### src/qte_pkg.sv
// shared types and constants for the quaternion to euler yaw rate unit
`timescale 1ns / 1ps
package qte_pkg;
    localparam int TableLen = 24;
    localparam logic signed [23:0] PiQ20     = 24'sd3294199;
    localparam logic signed [23:0] HalfPiQ20 = 24'sd1647099;
    localparam int AngMax   = 12868;
    localparam int PitchMax = 6434;

    typedef logic signed [15:0] t_quat;

    function automatic logic [21:0] atan_entry(input logic [4:0] idx);
        logic [21:0] v;
        case (idx)
            5'd0:  v = 22'd823550;
            5'd1:  v = 22'd486170;
            5'd2:  v = 22'd256879;
            5'd3:  v = 22'd130396;
            5'd4:  v = 22'd65451;
            5'd5:  v = 22'd32757;
            5'd6:  v = 22'd16383;
            5'd7:  v = 22'd8192;
            5'd8:  v = 22'd4096;
            5'd9:  v = 22'd2048;
            5'd10: v = 22'd1024;
            5'd11: v = 22'd512;
            5'd12: v = 22'd256;
            5'd13: v = 22'd128;
            5'd14: v = 22'd64;
            5'd15: v = 22'd32;
            5'd16: v = 22'd16;
            5'd17: v = 22'd8;
            5'd18: v = 22'd4;
            5'd19: v = 22'd2;
            5'd20: v = 22'd1;
            default: v = 22'd0;
        endcase
        return v;
    endfunction
endpackage

### src/qte_if.sv
// valid/ready channel interfaces for quaternion input and euler output
`timescale 1ns / 1ps
interface qte_in_if;
    logic               valid;
    logic               ready;
    logic signed [15:0] quat_w;
    logic signed [15:0] quat_x;
    logic signed [15:0] quat_y;
    logic signed [15:0] quat_z;
    modport source (output valid, quat_w, quat_x, quat_y, quat_z, input ready);
    modport sink   (input valid, quat_w, quat_x, quat_y, quat_z, output ready);
endinterface

interface qte_out_if;
    logic               valid;
    logic               ready;
    logic signed [14:0] roll_angle;
    logic signed [13:0] pitch_angle;
    logic signed [14:0] yaw_angle;
    logic signed [31:0] yaw_rate;
    logic signed [31:0] yaw_accel;
    modport source (output valid, roll_angle, pitch_angle, yaw_angle, yaw_rate, yaw_accel,
                    input ready);
    modport sink   (input valid, roll_angle, pitch_angle, yaw_angle, yaw_rate, yaw_accel,
                    output ready);
endinterface

### src/qte_mul.sv
// shift-add signed multiplier, two multiplier bits per cycle
`timescale 1ns / 1ps
module qte_mul
    import qte_pkg::*;
#(
    parameter int AW = 16,
    parameter int BW = 16
) (
    input  logic                  i_clk,
    input  logic                  i_rst_n,
    input  logic                  i_start,
    input  logic signed [AW-1:0]  i_a,
    input  logic signed [BW-1:0]  i_b,
    output logic                  o_done,
    output logic signed [AW+BW-1:0] o_p
);
    localparam int BWE = BW + (BW % 2);
    localparam int NSTEP = BWE / 2;
    localparam int CW = $clog2(NSTEP + 1);
    localparam int PW = AW + BW;

    logic             r_busy;
    logic [CW-1:0]    r_cnt;
    logic [BWE-1:0]   r_b;
    logic signed [PW-1:0] r_acc;
    logic signed [PW-1:0] r_a;
    logic signed [PW-1:0] n_acc;
    logic signed [PW-1:0] pp0;
    logic signed [PW-1:0] pp1;
    logic             last;

    assign last = (r_cnt == CW'(NSTEP - 1));

    always_comb begin
        // top digit of a signed multiplier carries negative weight
        pp0 = r_b[0] ? r_a : '0;
        pp1 = r_b[1] ? (r_a <<< 1) : '0;
        if (last) begin
            n_acc = r_acc + pp0 - pp1;
        end else begin
            n_acc = r_acc + pp0 + pp1;
        end
    end

    always_ff @(posedge i_clk) begin
        if (!i_rst_n) begin
            r_busy <= 1'b0;
            r_cnt  <= '0;
            o_done <= 1'b0;
        end else begin
            o_done <= 1'b0;
            if (i_start) begin
                r_busy <= 1'b1;
                r_cnt  <= '0;
                r_acc  <= '0;
                r_a    <= PW'(i_a);
                r_b    <= BWE'(i_b);
            end else if (r_busy) begin
                r_acc <= n_acc;
                r_a   <= r_a <<< 2;
                r_b   <= r_b >> 2;
                r_cnt <= r_cnt + 1'b1;
                if (last) begin
                    r_busy <= 1'b0;
                    o_done <= 1'b1;
                end
            end
        end
    end
    assign o_p = r_acc;
endmodule

### src/qte_isqrt.sv
// bit-serial floor square root, one result bit per cycle
`timescale 1ns / 1ps
module qte_isqrt
    import qte_pkg::*;
(
    input  logic        i_clk,
    input  logic        i_rst_n,
    input  logic        i_start,
    input  logic [49:0] i_n,
    output logic        o_done,
    output logic [24:0] o_r
);
    logic        r_busy;
    logic [4:0]  r_cnt;
    logic [49:0] r_n;
    logic [24:0] r_rem;
    logic [24:0] r_root;
    logic [26:0] trial;
    logic [26:0] shifted;

    assign shifted = {r_rem, r_n[49:48]};
    assign trial   = {r_root, 2'b01};

    always_ff @(posedge i_clk) begin
        if (!i_rst_n) begin
            r_busy <= 1'b0;
            o_done <= 1'b0;
            r_cnt  <= '0;
        end else begin
            o_done <= 1'b0;
            if (i_start) begin
                r_busy <= 1'b1;
                r_n    <= i_n;
                r_rem  <= '0;
                r_root <= '0;
                r_cnt  <= '0;
            end else if (r_busy) begin
                r_n <= r_n << 2;
                if (shifted >= trial) begin
                    r_rem  <= 25'(shifted - trial);
                    r_root <= {r_root[23:0], 1'b1};
                end else begin
                    r_rem  <= shifted[24:0];
                    r_root <= {r_root[23:0], 1'b0};
                end
                r_cnt <= r_cnt + 1'b1;
                if (r_cnt == 5'd24) begin
                    r_busy <= 1'b0;
                    o_done <= 1'b1;
                end
            end
        end
    end
    assign o_r = r_root;
endmodule

### src/qte_cordic.sv
// vectoring cordic atan2, one iteration per cycle
`timescale 1ns / 1ps
module qte_cordic
    import qte_pkg::*;
#(
    parameter int CORDIC_STEPS = 16
) (
    input  logic               i_clk,
    input  logic               i_rst_n,
    input  logic               i_start,
    input  logic signed [39:0] i_y,
    input  logic signed [39:0] i_x,
    output logic               o_done,
    output logic signed [23:0] o_z
);
    localparam int NIT = (CORDIC_STEPS < TableLen) ? CORDIC_STEPS : TableLen;

    logic               r_busy;
    logic [4:0]         r_i;
    logic signed [42:0] r_x;
    logic signed [42:0] r_y;
    logic signed [23:0] r_z;
    logic signed [42:0] xs;
    logic signed [42:0] ys;
    logic signed [23:0] tab;

    assign xs  = r_x >>> r_i;
    assign ys  = r_y >>> r_i;
    assign tab = 24'(atan_entry(r_i));

    always_ff @(posedge i_clk) begin
        if (!i_rst_n) begin
            r_busy <= 1'b0;
            o_done <= 1'b0;
            r_i    <= '0;
        end else begin
            o_done <= 1'b0;
            if (i_start) begin
                r_i <= '0;
                if (i_y == 40'sd0) begin
                    r_z    <= (i_x < 0) ? PiQ20 : 24'sd0;
                    o_done <= 1'b1;
                end else begin
                    r_busy <= (NIT > 0);
                    o_done <= (NIT == 0);
                    if (i_x < 0) begin
                        r_z <= (i_y >= 0) ? PiQ20 : -PiQ20;
                        r_x <= -43'(i_x);
                        r_y <= -43'(i_y);
                    end else begin
                        r_z <= '0;
                        r_x <= 43'(i_x);
                        r_y <= 43'(i_y);
                    end
                end
            end else if (r_busy) begin
                if (r_y >= 0) begin
                    r_x <= r_x + ys;
                    r_y <= r_y - xs;
                    r_z <= r_z + tab;
                end else begin
                    r_x <= r_x - ys;
                    r_y <= r_y + xs;
                    r_z <= r_z - tab;
                end
                r_i <= r_i + 1'b1;
                if (r_i == 5'(NIT - 1)) begin
                    r_busy <= 1'b0;
                    o_done <= 1'b1;
                end
            end
        end
    end
    assign o_z = r_z;
endmodule

### src/quaternion_to_euler_yaw_rate_unit.sv
// top level: quaternion to roll, pitch, yaw with yaw rate and acceleration
// usage:
//   in channel carries one quaternion (w, x, y, z, Q1.14) per transaction
//   out channel returns roll, pitch, yaw (Q2.12 rad; pitch Q1.12), yaw rate and yaw
//   acceleration, one transaction for every input transaction
//   i_cfg_we/i_cfg_data write inv_dt (reset 100); write only while idle
// timing:
//   one item at a time; products go through one shared 2-bit-per-cycle
//   multiplier (11 products), atan2 through one shared cordic (three uses,
//   cut short when y is zero), square roots through one bit-serial root
//   (two uses); the input is ready again once the result is loaded into
//   the output register
// reset:
//   synchronous, active low; clears inv_dt to 100 and previous yaw and
//   rate to zero
// stall:
//   the result holds in the output register until the receiver takes it;
//   the next item runs to its result and waits until the register is free
`timescale 1ns / 1ps
module quaternion_to_euler_yaw_rate_unit
    import qte_pkg::*;
#(
    parameter int CORDIC_STEPS = 16
) (
    input  logic        i_clk,
    input  logic        i_rst_n,
    input  logic        i_cfg_we,
    input  logic [13:0] i_cfg_data,
    qte_in_if.sink      in_if,
    qte_out_if.source   out_if
);
    typedef enum logic [3:0] {
        S_IDLE, S_MUL, S_ROLL, S_YAW, S_SQA, S_SQB, S_PITCH,
        S_RATE, S_ACCEL, S_OUT
    } t_state;

    t_state r_state;
    logic [13:0]        r_inv_dt;
    logic signed [15:0] r_last_yaw;
    logic signed [31:0] r_last_rate;
    logic signed [15:0] r_w, r_x, r_y, r_z;
    logic [3:0]         r_k;
    logic signed [31:0] r_pr [9];
    logic signed [14:0] r_roll, r_yaw;
    logic signed [13:0] r_pitch;
    logic signed [31:0] r_rate;
    logic [24:0]        r_sa, r_sb;
    logic               r_out_valid;

    logic        mul_start, mul_done;
    logic signed [33:0] mul_a;
    logic signed [15:0] mul_b;
    logic signed [49:0] mul_p;
    logic        cor_start, cor_done;
    logic signed [39:0] cor_y, cor_x;
    logic signed [23:0] cor_z;
    logic        sq_start, sq_done;
    logic [49:0] sq_n;
    logic [24:0] sq_r;
    logic        r_go;
    logic        out_load;

    logic signed [15:0] op_a, op_b;
    logic signed [39:0] roll_y, roll_x, yaw_y, yaw_x, s_val, ra, rb;
    logic signed [31:0] n_roll_yaw;

    // operand pairs: wx yz xx yy wz xy zz wy xz
    always_comb begin
        case (r_k)
            4'd0: begin op_a = r_w; op_b = r_x; end
            4'd1: begin op_a = r_y; op_b = r_z; end
            4'd2: begin op_a = r_x; op_b = r_x; end
            4'd3: begin op_a = r_y; op_b = r_y; end
            4'd4: begin op_a = r_w; op_b = r_z; end
            4'd5: begin op_a = r_x; op_b = r_y; end
            4'd6: begin op_a = r_z; op_b = r_z; end
            4'd7: begin op_a = r_w; op_b = r_y; end
            default: begin op_a = r_x; op_b = r_z; end
        endcase
    end

    assign roll_y = 40'(2 * (40'(r_pr[0]) + 40'(r_pr[1])));
    assign roll_x = 40'sd268435456 - 40'(2 * (40'(r_pr[2]) + 40'(r_pr[3])));
    assign yaw_y  = 40'(2 * (40'(r_pr[4]) + 40'(r_pr[5])));
    assign yaw_x  = 40'sd268435456 - 40'(2 * (40'(r_pr[3]) + 40'(r_pr[6])));
    assign s_val  = 40'(r_pr[7]) - 40'(r_pr[8]);
    assign ra     = 40'sd268435456 + 2 * s_val;
    assign rb     = 40'sd268435456 - 2 * s_val;

    function automatic logic signed [31:0] to_q12(input logic signed [31:0] v,
                                                  input int lim);
        logic signed [31:0] t;
        t = (v + 32'sd128) >>> 8;
        if (t > lim) t = 32'(lim);
        if (t < -lim) t = -32'(lim);
        return t;
    endfunction

    function automatic logic signed [31:0] sat32(input logic signed [49:0] v);
        if (v > 50'sd2147483647) return 32'h7fffffff;
        if (v < -50'sd2147483648) return 32'h80000000;
        return v[31:0];
    endfunction

    always_comb begin
        mul_start = 1'b0;
        mul_a = 34'(op_a);
        mul_b = op_b;
        cor_start = 1'b0;
        cor_y = roll_y;
        cor_x = roll_x;
        sq_start = 1'b0;
        sq_n = '0;
        case (r_state)
            S_MUL: mul_start = r_go;
            S_ROLL: cor_start = r_go;
            S_YAW: begin
                cor_start = r_go;
                cor_y = yaw_y;
                cor_x = yaw_x;
            end
            S_SQA: begin
                sq_start = r_go;
                sq_n = ra[39] ? '0 : {ra[33:0], 16'd0};
            end
            S_SQB: begin
                sq_start = r_go;
                sq_n = rb[39] ? '0 : {rb[33:0], 16'd0};
            end
            S_PITCH: begin
                cor_start = r_go;
                cor_y = 40'(r_sa);
                cor_x = 40'(r_sb);
            end
            S_RATE: begin
                mul_start = r_go;
                mul_a = 34'(32'(r_yaw) - 32'(r_last_yaw));
                mul_b = 16'(r_inv_dt);
            end
            S_ACCEL: begin
                mul_start = r_go;
                mul_a = 34'(r_rate) - 34'(r_last_rate);
                mul_b = 16'(r_inv_dt);
            end
            default: ;
        endcase
    end

    assign n_roll_yaw = to_q12(32'(cor_z), AngMax);
    assign out_load   = (r_state == S_OUT) && (!r_out_valid || out_if.ready);

    always_ff @(posedge i_clk) begin
        if (!i_rst_n) begin
            r_state     <= S_IDLE;
            r_inv_dt    <= 14'd100;
            r_last_yaw  <= '0;
            r_last_rate <= '0;
            r_out_valid <= 1'b0;
            r_go        <= 1'b0;
            r_k         <= '0;
        end else begin
            if (i_cfg_we) r_inv_dt <= i_cfg_data;
            r_go <= 1'b0;
            if (out_load) begin
                r_out_valid <= 1'b1;
            end else if (out_if.ready) begin
                r_out_valid <= 1'b0;
            end
            case (r_state)
                S_IDLE: begin
                    if (in_if.valid) begin
                        r_w <= in_if.quat_w;
                        r_x <= in_if.quat_x;
                        r_y <= in_if.quat_y;
                        r_z <= in_if.quat_z;
                        r_k <= '0;
                        r_go <= 1'b1;
                        r_state <= S_MUL;
                    end
                end
                S_MUL: begin
                    if (mul_done) begin
                        r_pr[r_k] <= mul_p[31:0];
                        r_go <= 1'b1;
                        if (r_k == 4'd8) begin
                            r_state <= S_ROLL;
                        end else begin
                            r_k <= r_k + 1'b1;
                        end
                    end
                end
                S_ROLL: if (cor_done) begin
                    r_roll <= n_roll_yaw[14:0];
                    r_go <= 1'b1;
                    r_state <= S_YAW;
                end
                S_YAW: if (cor_done) begin
                    r_yaw <= n_roll_yaw[14:0];
                    r_go <= 1'b1;
                    r_state <= S_SQA;
                end
                S_SQA: if (sq_done) begin
                    r_sa <= sq_r;
                    r_go <= 1'b1;
                    r_state <= S_SQB;
                end
                S_SQB: if (sq_done) begin
                    r_sb <= sq_r;
                    r_go <= 1'b1;
                    r_state <= S_PITCH;
                end
                S_PITCH: if (cor_done) begin
                    r_pitch <= 14'(to_q12(32'(2 * cor_z) - 32'(HalfPiQ20), PitchMax));
                    r_go <= 1'b1;
                    r_state <= S_RATE;
                end
                S_RATE: if (mul_done) begin
                    r_rate <= sat32(mul_p);
                    r_go <= 1'b1;
                    r_state <= S_ACCEL;
                end
                S_ACCEL: if (mul_done) begin
                    r_state <= S_OUT;
                end
                S_OUT: if (out_load) begin
                    out_if.yaw_accel <= sat32(mul_p);
                    out_if.roll_angle <= r_roll;
                    out_if.pitch_angle <= r_pitch;
                    out_if.yaw_angle <= r_yaw;
                    out_if.yaw_rate <= r_rate;
                    r_last_yaw <= 16'(r_yaw);
                    r_last_rate <= r_rate;
                    r_state <= S_IDLE;
                end
                default: r_state <= S_IDLE;
            endcase
        end
    end

    assign in_if.ready  = i_rst_n && (r_state == S_IDLE);
    assign out_if.valid = r_out_valid;

    qte_mul #(.AW(34), .BW(16)) u_mul (
        .i_clk(i_clk), .i_rst_n(i_rst_n), .i_start(mul_start),
        .i_a(mul_a), .i_b(mul_b), .o_done(mul_done), .o_p(mul_p)
    );
    qte_cordic #(.CORDIC_STEPS(CORDIC_STEPS)) u_cordic (
        .i_clk(i_clk), .i_rst_n(i_rst_n), .i_start(cor_start),
        .i_y(cor_y), .i_x(cor_x), .o_done(cor_done), .o_z(cor_z)
    );
    qte_isqrt u_isqrt (
        .i_clk(i_clk), .i_rst_n(i_rst_n), .i_start(sq_start),
        .i_n(sq_n), .o_done(sq_done), .o_r(sq_r)
    );

    a_single_item: assert property (@(posedge i_clk) disable iff (!i_rst_n)
        in_if.valid && in_if.ready |=> !in_if.ready) else $error("input accepted while busy");
    a_hold: assert property (@(posedge i_clk) disable iff (!i_rst_n)
        out_if.valid && !out_if.ready |=> out_if.valid && $stable(out_if.yaw_rate))
        else $error("result dropped under stall");
    a_state_prev: assert property (@(posedge i_clk) disable iff (!i_rst_n)
        out_if.valid |-> r_last_rate == out_if.yaw_rate) else $error("rate state mismatch");
endmodule

### src/flat_wrapper.sv
// flat-port wrapper written by rule: the top's interface ports become plain ports
module quaternion_to_euler_yaw_rate_unit_flat import qte_pkg::*;
#(
    parameter int CORDIC_STEPS = 16
)
  (i_clk, i_rst_n, i_cfg_we, i_cfg_data, in_if_valid, in_if_quat_w, in_if_quat_x, in_if_quat_y, in_if_quat_z, in_if_ready, out_if_valid, out_if_roll_angle, out_if_pitch_angle, out_if_yaw_angle, out_if_yaw_rate, out_if_yaw_accel, out_if_ready);
  qte_in_if in_if_i ();
  qte_out_if out_if_i ();
  input  logic i_clk;
  input  logic i_rst_n;
  input  logic i_cfg_we;
  input  logic [13:0] i_cfg_data;
  input wire logic [$bits(in_if_i.valid)-1:0] in_if_valid;
  input wire logic [$bits(in_if_i.quat_w)-1:0] in_if_quat_w;
  input wire logic [$bits(in_if_i.quat_x)-1:0] in_if_quat_x;
  input wire logic [$bits(in_if_i.quat_y)-1:0] in_if_quat_y;
  input wire logic [$bits(in_if_i.quat_z)-1:0] in_if_quat_z;
  output wire logic [$bits(in_if_i.ready)-1:0] in_if_ready;
  output wire logic [$bits(out_if_i.valid)-1:0] out_if_valid;
  output wire logic [$bits(out_if_i.roll_angle)-1:0] out_if_roll_angle;
  output wire logic [$bits(out_if_i.pitch_angle)-1:0] out_if_pitch_angle;
  output wire logic [$bits(out_if_i.yaw_angle)-1:0] out_if_yaw_angle;
  output wire logic [$bits(out_if_i.yaw_rate)-1:0] out_if_yaw_rate;
  output wire logic [$bits(out_if_i.yaw_accel)-1:0] out_if_yaw_accel;
  input wire logic [$bits(out_if_i.ready)-1:0] out_if_ready;
  assign in_if_i.valid = in_if_valid;
  assign in_if_i.quat_w = in_if_quat_w;
  assign in_if_i.quat_x = in_if_quat_x;
  assign in_if_i.quat_y = in_if_quat_y;
  assign in_if_i.quat_z = in_if_quat_z;
  assign in_if_ready = in_if_i.ready;
  assign out_if_valid = out_if_i.valid;
  assign out_if_roll_angle = out_if_i.roll_angle;
  assign out_if_pitch_angle = out_if_i.pitch_angle;
  assign out_if_yaw_angle = out_if_i.yaw_angle;
  assign out_if_yaw_rate = out_if_i.yaw_rate;
  assign out_if_yaw_accel = out_if_i.yaw_accel;
  assign out_if_i.ready = out_if_ready;
  quaternion_to_euler_yaw_rate_unit #(.CORDIC_STEPS(CORDIC_STEPS)) u_core (.i_clk(i_clk), .i_rst_n(i_rst_n), .i_cfg_we(i_cfg_we), .i_cfg_data(i_cfg_data), .in_if(in_if_i), .out_if(out_if_i));
endmodule
### config.mk
export PLATFORM = sky130hd
export DESIGN_NAME = quaternion_to_euler_yaw_rate_unit_flat
export DESIGN_NICKNAME = d
export VERILOG_FILES = /design/src/qte_pkg.sv /design/src/qte_if.sv /design/src/qte_mul.sv /design/src/qte_isqrt.sv /design/src/qte_cordic.sv /design/src/quaternion_to_euler_yaw_rate_unit.sv /design/src/flat_wrapper.sv
export SDC_FILE = /design/constraint.sdc
export NUM_CORES = 2
export LEC_CHECK = 0
export BUFFER_PORTS_ARGS = -buffer_cell sky130_fd_sc_hd__buf_2
export CORE_MARGIN = 2
export CORE_UTILIZATION = 31
export DETAILED_ROUTE_END_ITERATION = 16
export SETUP_SLACK_MARGIN = 0.5
export SYNTH_ARGS = -nofsm -noshare
export SYNTH_HDL_FRONTEND = slang
export SYNTH_HIERARCHICAL = 1
export SYNTH_SLANG_ARGS = --single-unit
export TNS_END_PERCENT = 30
### constraint.sdc
create_clock -name i_clk -period 12.3 [get_ports i_clk]
set_input_delay 1.23 -clock i_clk [delete_from_list [all_inputs] [get_ports i_clk]]
set_output_delay 1.23 -clock i_clk [all_outputs]
set_load 0.05 [all_outputs]
==> run summary <==
FINAL LAYOUT
--------------------------------------------------------------------------------
Top library cells by usage in the layout, fill and taps aside ..... 912 x edfxtp_1, 902 x nand2_1, 610 x a21oi_1
Final Instance Area ...............................................  0.0841 mm^2
Share of layout cells above drive strength 1 ......................        0.110
Commonest non-fill, non-tap cell in the layout ....................     edfxtp_1
Post-synthesis to final-layout area growth ........................        10.9%
Layout filler cell count ..........................................       24,700
Number of standard cells in the final layout excluding fillers ....       11,300
Total number of nets in the final design ..........................        8,530

SYNTH
--------------------------------------------------------------------------------
Primary flip-flop cell chosen by synthesis mapping ................     edfxtp_1
Syn Inst Count ....................................................        7,948
Number of synthesized register bits ...............................        1,023
Mean instance size in the synthesized netlist .....................    9.54 um^2
Synth area leaders ................................................ edfxtp_1 36%, ha_1 7.3%, nand2_1 4.5%, a21oi_1 4.0%, xnor2_1 4.0%
Largest area contributor in the netlist ...........................     edfxtp_1
Async set-or-reset flop fraction in the synthesized netlist .......            0
Post-synth top area share .........................................        0.361
Netlist cell types ................................................          134
Cell area after synthesis .........................................  0.0758 mm^2
Share of the yosys chip area belonging to registers ...............        0.390
Number of warnings reported in the yosys synthesis log ............            6
Number of enable-type register cells in the synthesized netlist ...          912

ROUTE
--------------------------------------------------------------------------------
Routed Antenna Nets ...............................................            0
Number of DRC violations after detailed-routing iteration 0 .......        6,774
Vias after detailed routing .......................................       65,000
Sum of routed wire length over all layers .........................   271,000 um
Per-cell via count in the routed design ...........................         5.75
Pre-antenna DRT Iters .............................................           10
Detail-routed net length per standard cell ........................      24.0 um
DRC violations left ...............................................            0

TIMING
--------------------------------------------------------------------------------
Max-slew violation total from the final report ....................            0
Remaining max-slew budget at the tightest pin .....................        0.211
Time the final worst path needs with I/O delays and setup .........      8120 ps
Final Hold Violating Endpoints ....................................            0
Achievable frequency ..............................................    0.123 GHz
Ratio of final minimum period to clock period .....................        0.660
Transition time of the tightest slew-check pin ....................      1180 ps
Sum of negative setup slack .......................................         0 ps
Final number of setup-violating endpoints .........................            0
RSZ-0062 raised after global routing ..............................        false
Setup skew after layout ...........................................      90.5 ps

SETUP PATH
--------------------------------------------------------------------------------
Endpoint of the worst register-to-register path ................... u_core/u_cordic/r_x[36]
Crit path from .................................................... u_core/r_state[3]
Crit end category .................................................    flip-flop
Critical path's largest stage delay ...............................       760 ps
Worst setup path class ............................................ flip-flop to flip-flop
Crit path depth ...................................................           26
Number of buffers and inverters on the critical path ..............            1
Delay-heaviest family, CP ......................................... simple AND/OR/NAND/NOR gates
FF-to-FF setup slack ..............................................      4180 ps
Cell occurring most often along the worst timing path .............      nand2_1
Kind of start point of the critical path ..........................    flip-flop
CP max stage cell .................................................      dfxtp_1
Capturing element of the worst setup path ......................... u_core/u_cordic/r_x[36]
Largest driver fanout on the critical path ........................           45
Worst path required time ..........................................    12,790 ps
Number of cells traversed by the worst register-to-register path ..           26
Worst reg2reg startpoint .......................................... u_core/r_state[3]
Data arrival, critical path .......................................      8610 ps

PLACEMENT
--------------------------------------------------------------------------------
Number of buffers added on ports ..................................          192
Routability-driven placement congestion ratio .....................         1.01
Cell total after placement ........................................       11,100
Placement Cell Area ...............................................  0.0801 mm^2
Detailed placement HPWL ...........................................   206,000 um

GRT
--------------------------------------------------------------------------------
Global-route usage over all layers ................................        0.210
Number of antenna violations at the first check in global routing .           13
Largest net degree at the start of global routing .................           77
Overall overflow remaining after global route .....................            0
Global-route wire length before repair ............................   401,000 um
Vias in the first global route ....................................       62,100

FLOORPLAN
--------------------------------------------------------------------------------
Standard-cell row count ...........................................          181
Chip height .......................................................       499 um
Core ar. ..........................................................   0.243 mm^2
Ports .............................................................          193
Die area ..........................................................   0.249 mm^2
Die Span X ........................................................       499 um
Starting utilization of the core area .............................        0.312

CLOCK NETWORK
--------------------------------------------------------------------------------
CTS Root Cell .....................................................    clkbuf_16
Maximum level of the CTS H-tree ...................................            3
Number of sinks driven by the clock tree ..........................        1,023
Post-CTS Setup Repair Bufs ........................................            0
Hold bufs inserted after CTS ......................................            0
Clock-pin slew on the worst setup and hold paths ..................        60 ps
Worst-Skew Late Latency ...........................................       840 ps
TritonCTS clock tree ..............................................         done
Maximum root-to-sink buffer count .................................            3
Number of CTS-inserted buffers ....................................          115
Total of cells resized after clock tree synthesis .................            0

JOB
--------------------------------------------------------------------------------
Max Cap Violations ................................................            0

PWR
--------------------------------------------------------------------------------
Lkg Pwr ...........................................................    0.0304 uW
VDD IR max ........................................................   0.000180 V
Pwr per Cell Area .................................................  137 mW/mm^2

WORST HOLD PATH
--------------------------------------------------------------------------------
Hold WC Path Type ................................................. flip-flop to flip-flop

STATUS
--------------------------------------------------------------------------------
Result of the run ................................................. finished clean

==> kinds of logic (layout without fill, tap and decap cells) <==
family                   count (synthesis)  after routing  synth area share
AO/OA/AOI/OAI                         2282           2282             0.198
XOR/XNOR                               575            575            0.0664
adder cells (fa/ha/maj)                454            454            0.0759
buffers and inverters                  689            816            0.0372
flip-flops                            1023           1023             0.390
multiplexers                           390            390            0.0713
other                                    1             23         0.0000495
AND/OR/NAND/NOR                       2534           2534             0.160
==> registers in the layout (all words and copies together), names as in the netlist, 20 cells and up <==
register                 cells
u_core/r_sa                 25
u_core/r_rate               32
u_core/u_mul/r_a            50
u_core/u_isqrt/o_r          25
u_core/u_mul/o_p            50
u_core/out_if.yaw_rate      32
u_core/r_sb                 25
u_core/r_last_rate          32
u_core/u_isqrt/r_n          50
u_core/u_isqrt/r_rem        25
u_core/u_cordic/o_z         24
u_core/u_cordic/r_x         43
u_core/out_if.yaw_accel     32
u_core/u_cordic/tab         20
u_core/u_cordic/r_y         43
u_core/r_pr                288
==> metal layers <==
| layer | track usage | part of all wire |
|---|---|---|
| met1 | 0.279 | 0.42 |
| met2 | 0.338 | 0.45 |
| met3 | 0.0312 | 0.075 |
| met4 | 0.0907 | 0.047 |
| met5 | 0 | 0.00019 |
==> worst reg2reg max path, cell delays in order, from the launching register on <==
cell	delay [ps]
dfxtp_1	760
nand2b_1	340
nor2_4	60
buf_4	290
nand2_1	190
nand2_1	60
ha_1	220
fa_1	430
a211o_1	300
a2111oi_1	520
o21bai_1	180
a31oi_1	240
xnor2_1	150
a211oi_2	450
and4_1	330
nand2_1	80
xor2_1	160
a21oi_1	110
or4_1	610
nor4_1	700
nand4_1	440
nor4_1	470
nand2_1	150
o31ai_1	270
xnor2_1	100
nand2_1	90
o21ai_0	90
==> Yosys cell counts (57+ instances only) <==
| library cell | instances |
|---|---|
| edfxtp_1 | 912 |
| nand2_1 | 902 |
| a21oi_1 | 611 |
| nor2_1 | 601 |
| o21ai_0 | 483 |
| ha_1 | 444 |
| xnor2_1 | 344 |
| inv_1 | 297 |
| clkbuf_1 | 291 |
| xor2_1 | 231 |
| a21o_1 | 172 |
| nor3_1 | 155 |
| mux2_2 | 147 |
| nand3_1 | 146 |
| mux2i_1 | 132 |
| and2_1 | 111 |
| dfxtp_1 | 111 |
| nand2b_1 | 104 |
| mux4_2 | 103 |
| o31ai_1 | 83 |
| o21a_1 | 81 |
| a211oi_1 | 80 |
| nand4_1 | 79 |
| a31oi_1 | 78 |
| nor2b_1 | 75 |
| and3_1 | 68 |
| o211ai_1 | 65 |
| o21bai_1 | 63 |
| or3_1 | 57 |
==> cell type report <==
type | instances | area, um^2 | share of cell area
Clock inverter | 73 | 902 | 0.0107
Clock buffer | 142 | 3030 | 0.0360
Antenna cell | 6 | 15.0 | 0.000179
Sequential cell | 1023 | 29600 | 0.352
Multi-Input combinational cell | 6252 | 43600 | 0.519
Tap cell | 3202 | 4010 | 0.0476
Timing Repair Buffer | 298 | 1760 | 0.0209
Inverter | 303 | 1140 | 0.0135
==> worst min path at each step <==
stage / start / endpoint / depth (start not counted)
6_report: u_core/r_roll[8] / u_core/out_if.roll_angle[8] / 0
2_1_floorplan: u_core/r_pitch[0] / u_core/out_if.pitch_angle[0] / 0
5_1_grt: u_core/r_roll[9] / u_core/out_if.roll_angle[9] / 0
4_1_cts: u_core/r_roll[13] / u_core/out_if.roll_angle[13] / 0
3_3_place_gp: u_core/r_roll[13] / u_core/out_if.roll_angle[13] / 0
3_5_place_dp: u_core/r_roll[9] / u_core/out_if.roll_angle[9] / 0
==> where the power goes <==
part	total (uW)	internal (uW)	switching [uW]
logic	3680	1380	2300
registers	4280	4070	215
clock network	3590	2040	1550
total	11600	7480	4070
==> metrics by stage <==
step | utilization | setup slack, ps | total power, uW | hold WS [ps]
finish | 0.346 | 4180 | 11600 | 422
global route | 0.346 | 3440 | 12100 | 434
CTS | 0.346 | 4200 | 11600 | 423
detailed placement | 0.330 | 4250 | 7950 | 407
global placement | 0.330 | 4290 | 7920 | 404
floorplan | - | 2490 | 6890 | 400
Note: power is estimated with default switching activity, not from simulation.
